==> config.mk <==
export PLATFORM = sky130hd
export DESIGN_NAME = extended_delay_timer
export DESIGN_NICKNAME = d
export VERILOG_FILES = /design/src/etd_pkg.sv /design/src/etd_cfg.sv /design/src/etd_div.sv /design/src/extended_delay_timer.sv
export SDC_FILE = /design/constraint.sdc
export NUM_CORES = 1
export LEC_CHECK = 0
export BUFFER_PORTS_ARGS = -buffer_cell sky130_fd_sc_hd__buf_2
export CAP_MARGIN = 20
export CORE_ASPECT_RATIO = 0.9
export CORE_MARGIN = 3
export CORE_UTILIZATION = 61
export DETAILED_ROUTE_END_ITERATION = 12
export HOLD_SLACK_MARGIN = 0.12
export PLACE_DENSITY = 0.91
export SLEW_MARGIN = 0
export SYNTH_ARGS = -nofsm -noshare
export SYNTH_HDL_FRONTEND = slang
export SYNTH_HIERARCHICAL = 1
export SYNTH_SLANG_ARGS = --single-unit
==> constraint.sdc <==
create_clock -name clk -period 7.1 [get_ports clk]
set_clock_uncertainty 0.1 [all_clocks]
set_input_delay 1.065 -clock clk [delete_from_list [all_inputs] [get_ports clk]]
set_output_delay 1.065 -clock clk [all_outputs]
set_load 0.05 [all_outputs]
==> src/etd_pkg.sv <==
// Shared types, constants and opcodes for the extended delay timer.
package etd_pkg;

    // Default counter width and the fixed widths of the overflow, divider, tick and APB fields.
    localparam int COUNT_WIDTH_DEF = 16;
    localparam int OVF_WIDTH       = 16;
    localparam int DIV_WIDTH       = 32;
    localparam int DIVISOR_WIDTH   = 7;
    localparam int TICK_WIDTH      = 6;
    localparam int APB_ADDR_WIDTH  = 4;
    localparam int APB_DATA_WIDTH  = 32;

    // Opcodes carried in the input item.
    localparam logic [2:0] OP_PULSE       = 3'd0;
    localparam logic [2:0] OP_START_TIMER = 3'd1;
    localparam logic [2:0] OP_START_COUNT = 3'd2;
    localparam logic [2:0] OP_WRITE_COUNT = 3'd3;
    localparam logic [2:0] OP_READ_COUNT  = 3'd4;
    localparam logic [2:0] OP_STOP        = 3'd5;

    // Configuration register indexes (word address bits).
    localparam logic [1:0] REG_PRESCALE = 2'd0;
    localparam logic [1:0] REG_OSC_MHZ  = 2'd1;
    localparam logic [1:0] REG_MODE     = 2'd2;
    localparam logic [1:0] REG_EVENT    = 2'd3;

    // Reset value of the oscillator frequency.
    localparam logic [DIVISOR_WIDTH-1:0] OSC_MHZ_RESET = 7'd4;

    // Instruction cycles per prescaled tick before the prescaler divides.
    localparam logic [DIV_WIDTH-1:0] TICK_BASE = 32'd4;

    // Milliseconds to microseconds.
    localparam logic [9:0] MS_TO_US = 10'd1000;

    // Counter writes store the value plus this bias.
    localparam int WRITE_BIAS = 2;

    // Configuration register set.
    typedef struct packed {
        logic [1:0]               prescale_log;
        logic [DIVISOR_WIDTH-1:0] osc_mhz;
        logic                     counter_mode;
        logic                     event_enable;
    } cfg_t;

    // Request to the shared divider.
    typedef struct packed {
        logic                     start;
        logic [DIV_WIDTH-1:0]     dividend;
        logic [DIVISOR_WIDTH-1:0] divisor;
    } div_req_t;

    // Response from the shared divider.
    typedef struct packed {
        logic                 done;
        logic [DIV_WIDTH-1:0] quotient;
    } div_rsp_t;

endpackage

==> src/etd_cfg.sv <==
// Configuration register bank behind the APB-style port.
module etd_cfg
    import etd_pkg::*;
(
    input  logic                      clk,
    input  logic                      rst_n,
    input  logic                      psel,
    input  logic                      penable,
    input  logic                      pwrite,
    input  logic [APB_ADDR_WIDTH-1:0] paddr,
    input  logic [APB_DATA_WIDTH-1:0] pwdata,
    output logic [APB_DATA_WIDTH-1:0] prdata,
    output logic                      pready,
    output cfg_t                      cfg
);

    cfg_t       cfg_reg;
    cfg_t       cfg_next;
    logic [1:0] reg_index;
    logic       wr_en;

    assign pready    = 1'b1;
    assign reg_index = paddr[3:2];
    assign wr_en     = psel && penable && pwrite && pready;
    assign cfg       = cfg_reg;

    // Register write decode.
    always_comb
    begin
        cfg_next = cfg_reg;
        if (wr_en)
        begin
            case (reg_index)
                REG_PRESCALE: cfg_next.prescale_log = pwdata[1:0];
                REG_OSC_MHZ:  cfg_next.osc_mhz      = pwdata[DIVISOR_WIDTH-1:0];
                REG_MODE:     cfg_next.counter_mode = pwdata[0];
                REG_EVENT:    cfg_next.event_enable = pwdata[0];
                default:      cfg_next = cfg_reg;
            endcase
        end
    end

    // Register read mux.
    always_comb
    begin
        case (reg_index)
            REG_PRESCALE: prdata = 32'(cfg_reg.prescale_log);
            REG_OSC_MHZ:  prdata = 32'(cfg_reg.osc_mhz);
            REG_MODE:     prdata = 32'(cfg_reg.counter_mode);
            REG_EVENT:    prdata = 32'(cfg_reg.event_enable);
            default:      prdata = '0;
        endcase
    end

    always_ff @(posedge clk or negedge rst_n)
    begin
        if (!rst_n)
        begin
            cfg_reg.prescale_log <= '0;
            cfg_reg.osc_mhz      <= OSC_MHZ_RESET;
            cfg_reg.counter_mode <= 1'b0;
            cfg_reg.event_enable <= 1'b0;
        end
        else
        begin
            cfg_reg <= cfg_next;
        end
    end

endmodule

==> src/etd_div.sv <==
// Shared restoring divider: one quotient bit per cycle.
module etd_div
    import etd_pkg::*;
(
    input  logic     clk,
    input  logic     rst_n,
    input  div_req_t req,
    output div_rsp_t rsp
);

    localparam int CNT_WIDTH = $clog2(DIV_WIDTH);

    logic                     busy_reg;
    logic                     busy_next;
    logic                     done_reg;
    logic                     done_next;
    logic [CNT_WIDTH-1:0]     cnt_reg;
    logic [CNT_WIDTH-1:0]     cnt_next;
    logic [DIV_WIDTH-1:0]     quo_reg;
    logic [DIV_WIDTH-1:0]     quo_next;
    logic [DIVISOR_WIDTH-1:0] rem_reg;
    logic [DIVISOR_WIDTH-1:0] rem_next;
    logic [DIVISOR_WIDTH-1:0] dsr_reg;
    logic [DIVISOR_WIDTH-1:0] dsr_next;
    logic [DIVISOR_WIDTH:0]   rem_shift;
    logic [DIVISOR_WIDTH+1:0] diff;

    assign rsp.done     = done_reg;
    assign rsp.quotient = quo_reg;

    // Shift the next dividend bit into the remainder and try a subtract.
    assign rem_shift = {rem_reg, quo_reg[DIV_WIDTH-1]};
    assign diff      = {1'b0, rem_shift} - {2'b00, dsr_reg};

    always_comb
    begin
        busy_next = busy_reg;
        done_next = 1'b0;
        cnt_next  = cnt_reg;
        quo_next  = quo_reg;
        rem_next  = rem_reg;
        dsr_next  = dsr_reg;
        if (busy_reg)
        begin
            if (!diff[DIVISOR_WIDTH+1])
            begin
                rem_next = diff[DIVISOR_WIDTH-1:0];
                quo_next = {quo_reg[DIV_WIDTH-2:0], 1'b1};
            end
            else
            begin
                rem_next = rem_shift[DIVISOR_WIDTH-1:0];
                quo_next = {quo_reg[DIV_WIDTH-2:0], 1'b0};
            end
            if (cnt_reg == '0)
            begin
                busy_next = 1'b0;
                done_next = 1'b1;
            end
            else
            begin
                cnt_next = cnt_reg - 1'b1;
            end
        end
        else if (req.start)
        begin
            busy_next = 1'b1;
            cnt_next  = CNT_WIDTH'(DIV_WIDTH - 1);
            quo_next  = req.dividend;
            rem_next  = '0;
            dsr_next  = req.divisor;
        end
    end

    always_ff @(posedge clk or negedge rst_n)
    begin
        if (!rst_n)
        begin
            busy_reg <= 1'b0;
            done_reg <= 1'b0;
            cnt_reg  <= '0;
            quo_reg  <= '0;
            rem_reg  <= '0;
            dsr_reg  <= '0;
        end
        else
        begin
            busy_reg <= busy_next;
            done_reg <= done_next;
            cnt_reg  <= cnt_next;
            quo_reg  <= quo_next;
            rem_reg  <= rem_next;
            dsr_reg  <= dsr_next;
        end
    end

endmodule

==> src/extended_delay_timer.sv <==
// Top level of the extended delay timer: sequencer, counter state and stream ports.
//
// A prescaled up-counter with overflow extension. Every input item gives exactly one
// result item. Source pulses, counter writes and reads, start counter and stop are
// handled in the cycle they are taken. Start timer, when its settings are valid,
// runs two passes of one shared 32-step restoring divider (first the tick time, then
// the tick count), and the block takes no new item until the result is loaded. An
// error on start timer (wrong mode, zero or too high oscillator setting) returns at
// once. The output register lets a new item be taken in the cycle its result is taken.
module extended_delay_timer
    import etd_pkg::*;
#(
    parameter int COUNT_WIDTH = COUNT_WIDTH_DEF
)
(
    input  logic                      clk,
    input  logic                      rst_n,
    // Input item: opcode [2:0], delay [25:3], counter_value [41:26].
    input  logic                      s_tvalid,
    output logic                      s_tready,
    input  logic [47:0]               s_tdata,
    // Result item: status [0], read_data [16:1], overflow [17], expired [18].
    output logic                      m_tvalid,
    input  logic                      m_tready,
    output logic [23:0]               m_tdata,
    input  logic                      psel,
    input  logic                      penable,
    input  logic                      pwrite,
    input  logic [APB_ADDR_WIDTH-1:0] paddr,
    input  logic [APB_DATA_WIDTH-1:0] pwdata,
    output logic [APB_DATA_WIDTH-1:0] prdata,
    output logic                      pready
);

    localparam logic [1:0] ST_IDLE  = 2'd0;
    localparam logic [1:0] ST_TICK  = 2'd1;
    localparam logic [1:0] ST_TICKS = 2'd2;
    localparam logic [1:0] ST_DONE  = 2'd3;

    cfg_t     cfg;
    div_req_t div_req;
    div_rsp_t div_rsp;

    // Input item fields.
    logic [2:0]  opcode;
    logic [22:0] delay_val;
    logic [15:0] counter_value;

    assign opcode        = s_tdata[2:0];
    assign delay_val     = s_tdata[25:3];
    assign counter_value = s_tdata[41:26];

    // Control and counter state.
    logic [1:0]             state_reg, state_next;
    logic                   running_reg, running_next;
    logic [2:0]             presc_reg, presc_next;
    logic [COUNT_WIDTH-1:0] count_reg, count_next;
    logic [OVF_WIDTH-1:0]   ovf_cnt_reg, ovf_cnt_next;
    logic [OVF_WIDTH-1:0]   target_reg, target_next;
    logic [COUNT_WIDTH-1:0] reload_reg, reload_next;
    logic [DIV_WIDTH-1:0]   prod_reg, prod_next;
    logic [DIV_WIDTH-1:0]   ticks_reg, ticks_next;

    // Output register.
    logic        m_valid_reg, m_valid_next;
    logic        status_reg, status_next;
    logic [15:0] rdata_reg, rdata_next;
    logic        ovf_reg, ovf_next;
    logic        exp_reg, exp_next;

    logic                   accept;
    logic                   out_free;
    logic [3:0]             presc_inc;
    logic [3:0]             presc_lim;
    logic [DIV_WIDTH-1:0]   tick_num;
    logic                   start_err;
    logic [32:0]            prod_full;
    logic [31:0]            cval_wide;
    logic [31:0]            count_wide;
    logic [DIV_WIDTH-1:0]   ticks_hi;
    logic [COUNT_WIDTH-1:0] reload_calc;

    assign out_free = !m_valid_reg || m_tready;
    assign s_tready = (state_reg == ST_IDLE) && out_free;
    assign accept   = s_tvalid && s_tready;
    assign m_tvalid = m_valid_reg;
    assign m_tdata  = {5'b0, exp_reg, ovf_reg, rdata_reg, status_reg};

    etd_cfg u_cfg (
        .clk     (clk),
        .rst_n   (rst_n),
        .psel    (psel),
        .penable (penable),
        .pwrite  (pwrite),
        .paddr   (paddr),
        .pwdata  (pwdata),
        .prdata  (prdata),
        .pready  (pready),
        .cfg     (cfg)
    );

    etd_div u_div (
        .clk   (clk),
        .rst_n (rst_n),
        .req   (div_req),
        .rsp   (div_rsp)
    );

    // Prescaler step and limit.
    assign presc_inc = {1'b0, presc_reg} + 4'd1;
    assign presc_lim = 4'd1 << cfg.prescale_log;

    // Start timer setup: tick numerator and the error check (mode, zero or too high oscillator).
    assign tick_num  = TICK_BASE << cfg.prescale_log;
    assign start_err = cfg.counter_mode || (cfg.osc_mhz == '0)
                       || (cfg.osc_mhz > tick_num[DIVISOR_WIDTH-1:0]);
    assign prod_full = 33'(delay_val) * 33'(MS_TO_US);

    // Width adaptation of the written value and the read value.
    assign cval_wide  = {16'b0, counter_value};
    assign count_wide = 32'(count_reg);

    // Split of the tick count into overflows and preload.
    assign ticks_hi    = ticks_reg >> COUNT_WIDTH;
    assign reload_calc = '0 - ticks_reg[COUNT_WIDTH-1:0];

    // Sequencer and item handling.
    always_comb
    begin
        state_next   = state_reg;
        running_next = running_reg;
        presc_next   = presc_reg;
        count_next   = count_reg;
        ovf_cnt_next = ovf_cnt_reg;
        target_next  = target_reg;
        reload_next  = reload_reg;
        prod_next    = prod_reg;
        ticks_next   = ticks_reg;
        m_valid_next = m_valid_reg && !m_tready;
        status_next  = status_reg;
        rdata_next   = rdata_reg;
        ovf_next     = ovf_reg;
        exp_next     = exp_reg;
        div_req      = '0;

        case (state_reg)
            ST_IDLE:
            begin
                if (accept)
                begin
                    m_valid_next = 1'b1;
                    status_next  = 1'b0;
                    rdata_next   = '0;
                    ovf_next     = 1'b0;
                    exp_next     = 1'b0;
                    case (opcode)
                        OP_PULSE:
                        begin
                            if (running_reg)
                            begin
                                if (presc_inc >= presc_lim)
                                begin
                                    presc_next = '0;
                                    count_next = count_reg + COUNT_WIDTH'(1);
                                    if (count_reg == '1)
                                    begin
                                        ovf_next = 1'b1;
                                        if (cfg.event_enable)
                                        begin
                                            if (ovf_cnt_reg == target_reg)
                                            begin
                                                count_next = reload_reg
                                                             + COUNT_WIDTH'(WRITE_BIAS);
                                                ovf_cnt_next = '0;
                                                exp_next     = 1'b1;
                                            end
                                            else
                                            begin
                                                ovf_cnt_next = ovf_cnt_reg + 1'b1;
                                            end
                                        end
                                    end
                                end
                                else
                                begin
                                    presc_next = presc_inc[2:0];
                                end
                            end
                        end
                        OP_START_TIMER:
                        begin
                            if (start_err)
                            begin
                                status_next = 1'b1;
                            end
                            else
                            begin
                                // Hold the result until the divider passes finish.
                                m_valid_next     = 1'b0;
                                prod_next        = prod_full[DIV_WIDTH-1:0];
                                div_req.start    = 1'b1;
                                div_req.dividend = tick_num;
                                div_req.divisor  = cfg.osc_mhz;
                                state_next       = ST_TICK;
                            end
                        end
                        OP_START_COUNT:
                        begin
                            if (!cfg.counter_mode)
                            begin
                                status_next = 1'b1;
                            end
                            else
                            begin
                                running_next = 1'b1;
                            end
                        end
                        OP_WRITE_COUNT:
                        begin
                            count_next = cval_wide[COUNT_WIDTH-1:0]
                                         + COUNT_WIDTH'(WRITE_BIAS);
                        end
                        OP_READ_COUNT:
                        begin
                            rdata_next = count_wide[15:0];
                        end
                        OP_STOP:
                        begin
                            running_next = 1'b0;
                        end
                        default:
                        begin
                            status_next = 1'b0;
                        end
                    endcase
                end
            end
            ST_TICK:
            begin
                // Tick time known: divide the microsecond count by it.
                if (div_rsp.done)
                begin
                    div_req.start    = 1'b1;
                    div_req.dividend = prod_reg;
                    div_req.divisor  = {1'b0, div_rsp.quotient[TICK_WIDTH-1:0]};
                    state_next       = ST_TICKS;
                end
            end
            ST_TICKS:
            begin
                if (div_rsp.done)
                begin
                    ticks_next = div_rsp.quotient;
                    state_next = ST_DONE;
                end
            end
            ST_DONE:
            begin
                // Commit the new timing and return a plain ok result.
                if (out_free)
                begin
                    target_next  = ticks_hi[OVF_WIDTH-1:0];
                    reload_next  = reload_calc;
                    count_next   = reload_calc + COUNT_WIDTH'(WRITE_BIAS);
                    running_next = 1'b1;
                    m_valid_next = 1'b1;
                    status_next  = 1'b0;
                    rdata_next   = '0;
                    ovf_next     = 1'b0;
                    exp_next     = 1'b0;
                    state_next   = ST_IDLE;
                end
            end
            default:
            begin
                state_next = ST_IDLE;
            end
        endcase
    end

    always_ff @(posedge clk or negedge rst_n)
    begin
        if (!rst_n)
        begin
            state_reg   <= ST_IDLE;
            running_reg <= 1'b0;
            presc_reg   <= '0;
            count_reg   <= '0;
            ovf_cnt_reg <= '0;
            target_reg  <= '0;
            reload_reg  <= '0;
            m_valid_reg <= 1'b0;
        end
        else
        begin
            state_reg   <= state_next;
            running_reg <= running_next;
            presc_reg   <= presc_next;
            count_reg   <= count_next;
            ovf_cnt_reg <= ovf_cnt_next;
            target_reg  <= target_next;
            reload_reg  <= reload_next;
            m_valid_reg <= m_valid_next;
        end
    end

    // Payload registers.
    always_ff @(posedge clk)
    begin
        prod_reg   <= prod_next;
        ticks_reg  <= ticks_next;
        status_reg <= status_next;
        rdata_reg  <= rdata_next;
        ovf_reg    <= ovf_next;
        exp_reg    <= exp_next;
    end

endmodule
==> results of run 1 <==
## power breakdown
| part | switching, mW | internal, mW |
|---|---|---|
| Clock | 0.475 | 0.621 |
| Sequential | 0.318 | 1.81 |
| Combinational | 2.07 | 1.41 |
## critical path: cells and delay by family
family | cells | cell delay (ns)
adders and majority gates | 5 | 2.35
xor gates and xnor gates | 1 | 0.14
and+or+nand+nor | 1 | 0.30
buffers and inverters | 3 | 0.37
AOI/OAI and AO/OA | 6 | 1.16
## area by class of cell
| cell class | instances | area share (%) |
|---|---|---|
| Multi-Input combinational cell | 1107 | 52.3 |
| Sequential cell | 215 | 34.8 |
| Clock buffer | 30 | 3.56 |
| Inverter | 140 | 3.17 |
| Timing Repair Buffer | 95 | 3.15 |
| Tap cell | 336 | 2.53 |
| Clock inverter | 10 | 0.505 |
## layer usage
metal	global-route usage (%)	part of all wire, %
met1	31.2	42
met2	40.5	49
met3	3.15	6.6
met4	7.45	2.2
met5	0	0
## path summary, 6_finish.rpt
check	slack [ns]	endpoint	from
worst max register to register	2.75	u_div/quo_reg[15]	u_cfg/cfg[10]
max in group asynchronous	5.31	u_cfg/cfg[4]	rst_n
worst min-delay path	0.38	u_div/done_reg	u_div/cnt_reg[4]
min in group asynchronous	0.47	u_cfg/cfg[5]	rst_n
worst min register to register	0.38	u_div/done_reg	u_div/cnt_reg[4]
worst max-delay path	1.89	prod_reg[31]	s_tdata[11]
## through the flow
step                      power (mW)  utilization (%)  worst slack (ns)  cells
after floorplan                 4.82                -              1.89   1555
after global placement          5.34             64.8              1.50   1892
after detailed placement        5.55             64.8              1.35   1892
after CTS                       6.68             67.6              1.91   1932
after global routing            7.21             67.7              1.71   1933
final                           6.71             67.7              1.89   1933
## cells by family after synthesis
family          share of synthesized area, %
fa+ha+maj                               18.1
mux                                     5.31
compound gates                          10.2
other cells                           0.0732
xor+xnor                                6.66
buf+inv                                 6.81
flops                                   37.6
simple gates                            15.2
## layout by cell type, fill, tap and decap left out, drive strengths merged, types with 52 or more instances in the layout
cell type | Yosys | final
o21ai | 93 | 93
a21oi | 54 | 54
xor2 | 52 | 52
fa | 83 | 83
edfxtp | 80 | 80
inv | 140 | 140
nand2 | 143 | 143
nor2 | 68 | 68
ha | 90 | 90
buf | 51 | 95
dfrtp | 134 | 134
xnor2 | 65 | 65
==> impl_metrics.csv, run 1 <==
group,metric,value,unit
cells_and_area,area_growth,7.90,%
worst_setup_path,arrival,5.38,ns
sta,setup_viol,0,
synthesis,syn_inst,1524,
global_route,antenna_found_initial,0,
floorplan,start_util,62.7,%
worst_setup_path,end_kind,"flip-flop",
synthesis,synth.most_common_cell,"nand2_1",
route,dr_total_vias,11300,
cts,hold_buffers,0,
cells_and_area,fin_nets,1845,
sta,min_period,5.21,ns
cells_and_area,multi_input_area,0.00868,mm2
global_route,grt_use_total,23.5,%
outcome,status,"complete, no violations",
synthesis,synthArstFlopShare,62.8,%
cts,cts_setup_buffers,0,
worst_setup_path,slowest_delay,0.55,ns
route,vias_per_cell,5.85,
floorplan,dieArea,0.0272,mm2
cts,cts-htree-levels,1,
sta,finalHoldViolCount,0,
synthesis,synth.avg_cell_area,10.1,um2
cells_and_area,fillers,1739,
cells_and_area,design_area,0.0166,mm2
sta,slew_viol_final,0,
placement,place.gp.congestion,0.907,
sta,final.setup.tns,0,ns
pwr,peakVddDrop,0.192,mV
cts,clock-root-buffer,"clkbuf_16",
route,drc,0,
sta,timing.hold.ws,0.376,ns
route,drt_wl_total,32300,um
placement,hpwl,23500,um
synthesis,synth.top_cell.area_share,21.8,%
floorplan,boundaryPins,150,
route,ant_nets,0,
global_route,grt_pass1_wl,53400,um
floorplan,placementRows,54,
worst_setup_path,cp_max_fo,6,
worst_setup_path,start_kind,"input pin",
sta,min_period_over_period,73.3,%
global_route,first_global_vias,11100,
worst_setup_path,crit_required,7.27,ns
worst_hold_path,min-delay-path-class,"reg -> reg",
synthesis,yosys_warnings,6,
sta,rsz0062_at_grt,"no",
worst_hold_path,whs_path_depth,1,
synthesis,synth.area.top_cells,"dfrtp_1, edfxtp_1, fa_1",
synthesis,synth_cell_types,79,
cts,path_clk_slew,0.06,ns
cts,clock_latency,0.52,ns
synthesis,ys_seq_elements,215,
route,first_iter_violations,1202,
floorplan,dieHeight,157,um
cts,cts_tree,"yes",
worst_setup_path,slowest_stage,"fa_1",
synthesis,ys.flop_type,"dfrtp_1",
placement,port_buffers,85,
cts,cts-resized-gates,0,
cells_and_area,antennaDiodeCount,0,
pwr,leakagePower,7.38,nW
cts,cts_inserted_buffers,22,
sta,clock.fmax,192,MHz
cts,clock_sinks,215,
cells_and_area,regArea,0.00578,mm2
run,maxCapViolations,0,
floorplan,coreArea,0.0245,mm2
global_route,grt_overflow,0,
global_route,grt_max_degree,86,
worst_setup_path,path_cells,"buf_2, inv_1, fa_1, fa_1, fa_1, fa_1, inv_1, ha_1, a21o_1, a21o_1, or3_1, o21ai_0, a21oi_1, a21oi_1, o31ai_1, xnor2_1",
worst_setup_path,reg2reg_depth,14,
route,drt_pass1_iterations,5,
cells_and_area,drive_gt1_share,11.6,%
synthesis,netlist_area,0.0154,mm2
floorplan,die_x,173,um
synthesis,synth_edf_count,80,
cts,clockBufferDepth,3,
route,avgRoutedWirePerCell,16.7,um
placement,placed_area,0.0159,mm2
worst_setup_path,crit_top_cell,"fa_1",
pwr,p_per_area,404,mW/mm2
synthesis,synth_common_cells,"nand2_1, inv_1, dfrtp_1",
synthesis,yosysTopAreaCell,"dfrtp_1",
worst_setup_path,crit_type,"in -> reg",
sta,tightest_slew,0.885,ns
sta,slew_headroom,40.9,%
synthesis,synth-seq-area-share,37.6,%
Note: power is estimated with default switching activity, not from simulation.
==> run 2, diff against run 1 <==
--- a/config.mk
+++ b/config.mk
@@ -9,10 +9,10 @@
 export CAP_MARGIN = 20
 export CORE_ASPECT_RATIO = 0.9
 export CORE_MARGIN = 3
-export CORE_UTILIZATION = 61
+export CORE_UTILIZATION = 55
 export DETAILED_ROUTE_END_ITERATION = 12
 export HOLD_SLACK_MARGIN = 0.12
-export PLACE_DENSITY = 0.91
+export PLACE_DENSITY = 0.87
 export SLEW_MARGIN = 0
 export SYNTH_ARGS = -nofsm -noshare
 export SYNTH_HDL_FRONTEND = slang
==> constraint.sdc (replaced) <==
create_clock -name clk -period 4.49 [get_ports clk]
set_clock_uncertainty 0.1 [all_clocks]
set_input_delay 0.6735 -clock clk [delete_from_list [all_inputs] [get_ports clk]]
set_output_delay 0.6735 -clock clk [all_outputs]
set_load 0.05 [all_outputs]
==> run 2 against run 1 <==
  * Via count increased by 1.5%
  * Critical path type unchanged
  * Largest power group unchanged
  * Die area increased by 11%
  * Combinational power increased by 85%
==> impl_metrics.csv, run 2 (synthesis gave the netlist of run 1 again) <==
group,metric,value,unit
cts,clock_sinks,215,
sta,setup_viol,0,
pwr,p_per_area,660,mW/mm2
floorplan,placementRows,57,
sta,slew_headroom,38.2,%
pwr,peakVddDrop,0.318,mV
global_route,grt_pass1_wl,55200,um
worst_setup_path,crit_family,"adder cells",
worst_setup_path,start_kind,"input pin",
global_route,antenna_found_initial,2,
floorplan,dieHeight,165,um
pwr,leakagePower,7.88,nW
cells_and_area,fin_util,64.8,%
sta,slew_viol_final,0,
placement,numPlacedInstances,2012,
cts,path_clk_slew,0.06,ns
worst_setup_path,crit_required,4.63,ns
cells_and_area,area_growth,14.7,%
worst_setup_path,cp-startpoint,"s_tdata[10]",
cts,cts_inserted_buffers,23,
cells_and_area,final_cell_mix,"nand2_1, dfrtp_1, inv_1",
sta,rsz0062_at_grt,"yes",
floorplan,boundaryPins,150,
route,dr_total_vias,11500,
worst_setup_path,arrival,4.51,ns
worst_setup_path,path_cells,"buf_2, clkinvlp_4, fa_1, fa_1, fa_1, fa_1, inv_1, ha_4, a21o_1, a21o_1, or3_1, o21ai_2, a21oi_1, a21oi_2, o31ai_1, xnor2_1",
cts,cts_tree,"yes",
global_route,grt_overflow,0,
cells_and_area,post_layout_nonfiller_instances,2058,
route,drt_pass1_iterations,6,
sta,finalHoldViolCount,0,
cells_and_area,final_common_cell,"nand2_1",
worst_hold_path,hp-start,"pwdata[2]",
outcome,status,"complete, no violations",
placement,place.gp.congestion,0.899,
cts,clock-root-buffer,"clkbuf_16",
worst_setup_path,regToRegStartpoint,"u_cfg/cfg[10]",
sta,clock.fmax,229,MHz
worst_setup_path,critPathBufInv,3,
worst_setup_path,crit_top_cell,"fa_1",
route,first_iter_violations,887,
route,drc,0,
placement,hpwl,25200,um
floorplan,die_x,182,um
sta,min_period_over_period,97.2,%
global_route,first_global_vias,11600,
placement,port_buffers,85,
worst_hold_path,min-delay-path-class,"in -> reg",
global_route,grt_max_degree,86,
global_route,grt_use_total,22.0,%
worst_setup_path,crit_type,"in -> reg",
sta,tightest_slew,0.925,ns
cells_and_area,antennaDiodeCount,0,
cts,clock_latency,0.50,ns
cts,cts-htree-levels,1,
worst_setup_path,end_kind,"flip-flop",
run,maxCapViolations,0,
worst_setup_path,slowest_delay,0.57,ns
route,ant_nets,0,
worst_setup_path,slowest_stage,"fa_1",
worst_setup_path,cp_max_fo,5,
floorplan,start_util,56.5,%
route,avgRoutedWirePerCell,16.1,um
sta,min_period,4.36,ns
route,drt_wl_total,33200,um
cells_and_area,fin_nets,1952,
cells_and_area,drive_gt1_share,19.0,%
cts,clockBufferDepth,3,
route,vias_per_cell,5.58,
sta,final.setup.tns,0,ns
floorplan,coreArea,0.0272,mm2
floorplan,dieArea,0.0300,mm2
## run 2: changes by cell type in the layout (fill, tap and decap cells not counted), moves of 3 or more
cell / delta
clkinvlp_4: +11
o21ai_1: +3
a21oi_2: +4
a21oi_1: -4
buf_4: +104
inv_1: -10
ha_4: +5
clkinv_1: -4
ha_1: -6
o21ai_0: -5
## run 2: path summary, 6_finish.rpt
path,slack [ns],depth (start not counted),endpoint
max,0.13,16,prod_reg[31]
min,0.30,2,u_cfg/cfg[4]
max reg2reg,0.37,13,u_div/quo_reg[17]
min reg2reg,0.38,0,ticks_reg[21]
max in group asynchronous,2.59,4,u_cfg/cfg[4]
min in group asynchronous,0.60,2,ovf_cnt_reg[12]
## run 2: report_power, final
group	internal (mW)	switching [mW]	total [mW]
sequential	2.87	0.511	3.38
combinational	2.94	3.49	6.43
clock	1.09	0.746	1.84
total	6.89	4.75	11.6
## run 2: worst register-to-register path, delay by kind of cell, from the launching register on
| kind | cells | cell delay, ns |
|---|---|---|
| AND/OR/NAND/NOR | 5 | 1.70 |
| multiplexers | 1 | 0.25 |
| AO/OA/AOI/OAI | 5 | 0.86 |
| adder cells (fa/ha/maj) | 1 | 0.31 |
| flip-flops | 1 | 0.49 |
| buffers and inverters | 1 | 0.27 |
## run 2: area by class of cell
cell class | instances | area, um2
Inverter | 140 | 563
Tap cell | 354 | 443
Multi-Input combinational cell | 1107 | 8790
Fill cell | 2000 | 9600
Clock buffer | 31 | 626
Clock inverter | 10 | 109
Timing Repair Buffer | 201 | 1330
Sequential cell | 215 | 5780
## run 2: timing repair
item | in CTS | in global routing
setup endpoints to repair | 0 | 4
hold buffers | 0 | 1
setup buffers | 0 | 3
resized for setup | 0 | 6
endpoints found under the hold margin | 0 | 39
## run 2: per-stage QoR
step	area (um2)	power, mW	worst slack, ns	hold WS, ns
after CTS	17600	11.6	0.104	0.285
final	17600	11.6	0.127	0.303
after detailed placement	16800	9.73	-0.411	0.367
after global routing	17600	12.6	-0.0187	0.293
after global placement	16800	9.39	-0.321	0.362
after floorplan	15700	7.86	-0.0578	0.278
## run 2: layer usage
metal | vias up | global-route usage [%] | routed length, um | share of wire, %
li1 | 5511 | - | - | -
met1 | 5530 | 28.2 | 14000 | 42
met2 | 368 | 39.3 | 16400 | 49
met3 | 70 | 3.08 | 1790 | 5.4
met4 | 4 | 6.65 | 904 | 2.7
met5 | - | 0 | 30 | 0.090
==> run 3, diff against run 2 <==
--- a/config.mk
+++ b/config.mk
@@ -5,6 +5,7 @@
 export SDC_FILE = /design/constraint.sdc
 export NUM_CORES = 1
 export LEC_CHECK = 0
+export ABC_AREA = 1
 export BUFFER_PORTS_ARGS = -buffer_cell sky130_fd_sc_hd__buf_2
 export CAP_MARGIN = 20
 export CORE_ASPECT_RATIO = 0.9
==> run 3 against run 2 <==
  * Hold slack got worse by 0.19 ns
  * Worst setup slack improved by 0.070 ns
  * Via count increased by 18%
  * Critical path depth increased by 2
  * Sequential cell count unchanged
  * Fmax increased by 1.6%
  * First-iteration DRC count increased by 13%
  * Final cell count increased by 23%
  * Critical path type unchanged
  * Largest power group unchanged
==> impl_metrics.csv, run 3 <==
group,metric,value,unit
synthesis,synth.avg_cell_area,8.14,um2
worst_hold_path,min-delay-path-class,"in -> async",
cts,clock_sinks,215,
pwr,power_frac_comb,56.0,%
synthesis,syn_inst,1971,
route,vias_per_cell,5.34,
global_route,grt_pass1_wl,62000,um
worst_setup_path,start_kind,"input pin",
floorplan,placementRows,58,
sta,final.setup.tns,0,ns
pwr,power.switching,5.28,mW
global_route,grt_overflow,0,
cts,clock_latency,0.52,ns
cts,path_clk_slew,0.06,ns
route,first_iter_violations,1006,
synthesis,synthArstFlopShare,62.8,%
cells_and_area,area_growth,13.9,%
route,dr_total_vias,13500,
synthesis,yosys_warnings,6,
worst_setup_path,critPathBufInv,4,
global_route,grt_use_total,23.5,%
placement,place.gp.congestion,0.882,
sta,min_period,4.29,ns
global_route,first_global_vias,13600,
synthesis,synth.most_common_cell,"nand2_1",
cells_and_area,drive_gt1_share,13.8,%
synthesis,netlist_area,0.0161,mm2
floorplan,die_x,186,um
pwr,intPower,6.83,mW
synthesis,synth_common_cells,"nand2_1, inv_1, nor2_1",
pwr,p_clk_share,16.8,%
route,drt_wl_total,37000,um
floorplan,start_util,56.7,%
worst_setup_path,slowest_stage,"fa_1",
worst_setup_path,crit_family,"adder cells",
sta,slew_viol_final,0,
sta,clock.fmax,233,MHz
sta,setup_viol,0,
route,avgRoutedWirePerCell,14.6,um
cells_and_area,design_area,0.0183,mm2
worst_setup_path,cp_max_fo,3,
synthesis,ys_seq_elements,215,
global_route,grt_max_degree,76,
global_route,antenna_found_initial,0,
cts,cts_inserted_buffers,24,
cts,cts-resized-gates,0,
route,drc,0,
synthesis,synth.area.top_cells,"dfrtp_1, edfxtp_1, nand2_1",
worst_setup_path,path_cells,"buf_2, inv_1, fa_1, fa_1, fa_1, fa_1, inv_1, ha_1, nand2_1, o21ai_0, a21oi_1, o21ai_0, nand2_1, o21ai_1, buf_4, nand2_1, nand3_1, nand2_1",
cells_and_area,antennaDiodeCount,0,
synthesis,yosysTopAreaCell,"dfrtp_1",
cells_and_area,post_layout_nonfiller_instances,2531,
placement,hpwl,27300,um
cells_and_area,fin_nets,2417,
cts,cts-htree-levels,1,
synthesis,synth_cell_types,59,
outcome,status,"complete, no violations",
pwr,peakVddDrop,0.391,mV
route,drt_pass1_iterations,8,
worst_setup_path,end_kind,"flip-flop",
placement,placed_area,0.0174,mm2
sta,slew_headroom,42.9,%
synthesis,synth.top_cell.area_share,20.9,%
pwr,leakagePower,9.25,nW
pwr,p_seq_share,27.3,%
floorplan,coreArea,0.0283,mm2
cts,cts_tree,"yes",
floorplan,boundaryPins,150,
sta,tightest_slew,0.856,ns
run,maxCapViolations,0,
cts,hold_buffers,0,
cts,cts_setup_buffers,0,
cells_and_area,final_cell_mix,"nand2_1, inv_1, nor2_1",
pwr,p_per_area,662,mW/mm2
floorplan,dieArea,0.0313,mm2
cells_and_area,final_common_cell,"nand2_1",
route,ant_nets,0,
cts,clock-root-buffer,"clkbuf_16",
sta,finalHoldViolCount,0,
worst_setup_path,crit_required,4.66,ns
placement,numPlacedInstances,2486,
floorplan,dieHeight,168,um
worst_setup_path,arrival,4.46,ns
pwr,switching_share,43.6,%
synthesis,synth_edf_count,80,
placement,port_buffers,85,
worst_setup_path,slowest_delay,0.55,ns
worst_setup_path,crit_type,"in -> reg",
cts,clockBufferDepth,3,
synthesis,synth-seq-area-share,36.0,%
sta,min_period_over_period,95.6,%
synthesis,ys.flop_type,"dfrtp_1",
run 3: cell count changes after synthesis, sizes merged, moves of 35 or more:
cell and change:
mux2 -35, inv +208, and3 -51, nand2 +364, xnor2 -41, nor2 +128, nand3 +71, mux2i -37
run 3: layer usage:
layer | global-route usage (%) | part of all wire (%) | wire (um) | vias up
li1 | - | - | - | 6536
met1 | 30.5 | 42 | 15400 | 6390
met2 | 41.7 | 50 | 18600 | 492
met3 | 2.18 | 5.2 | 1920 | 99
met4 | 7.32 | 2.9 | 1080 | 0
met5 | 0 | 0 | 0 | -
run 3: power by group through the flow:
stage / Combinational [mW] / Clock (mW) / Sequential, mW
floorplan: 4.29 / 0 / 3.46
global placement: 6.34 / 0 / 3.28
detailed placement: 6.61 / 0 / 3.32
CTS: 6.69 / 2.05 / 3.30
global route: 7.59 / 2.12 / 3.38
finish: 6.78 / 2.03 / 3.30
run 3: cell families (layout without fill, tap and decap cells):
group	count (synthesis)	count (layout)	share of synthesized area, %
buffers and inverters	415	584	10.8
and+or+nand+nor	881	881	24.3
adders and majority gates	173	173	17.4
DFF	215	215	36.0
AOI/OAI and AO/OA	226	226	8.19
xor gates and xnor gates	58	58	3.16
other	3	34	0.0702
run 3: final cells by class:
type,instances,area (um2)
timing repair buffer,191,1250
clock inverter,10,148
clock buffer,34,678
fill,2211,10000
sequential,215,5780
inverter,349,1320
tap,360,450
multi-input combinational,1372,8660
run 3: final timing paths:
check	end	cells after the start	startpoint	slack, ns
max	prod_reg[30]	18	s_tdata[7]	0.20
min	target_reg[14]	1	rst_n	0.11
max reg2reg	u_div/quo_reg[31]	11	u_cfg/cfg[9]	1.06
min reg2reg	ticks_reg[7]	0	u_div/quo_reg[7]	0.35
max in group asynchronous	u_cfg/cfg[4]	2	rst_n	3.25
min in group clk	u_cfg/cfg[5]	3	pwdata[3]	0.26
run 3: stage by stage:
step | setup WS [ns] | hold slack [ns] | utilization [%] | total power, mW
finish | 0.197 | 0.111 | 64.6 | 12.1
global route | -0.0230 | 0.149 | 64.6 | 13.1
CTS | 0.170 | 0.124 | 64.5 | 12.0
detailed placement | -0.378 | 0.335 | 61.5 | 9.93
global placement | -0.235 | 0.332 | 61.5 | 9.62
floorplan | -0.0610 | 0.278 | - | 7.75
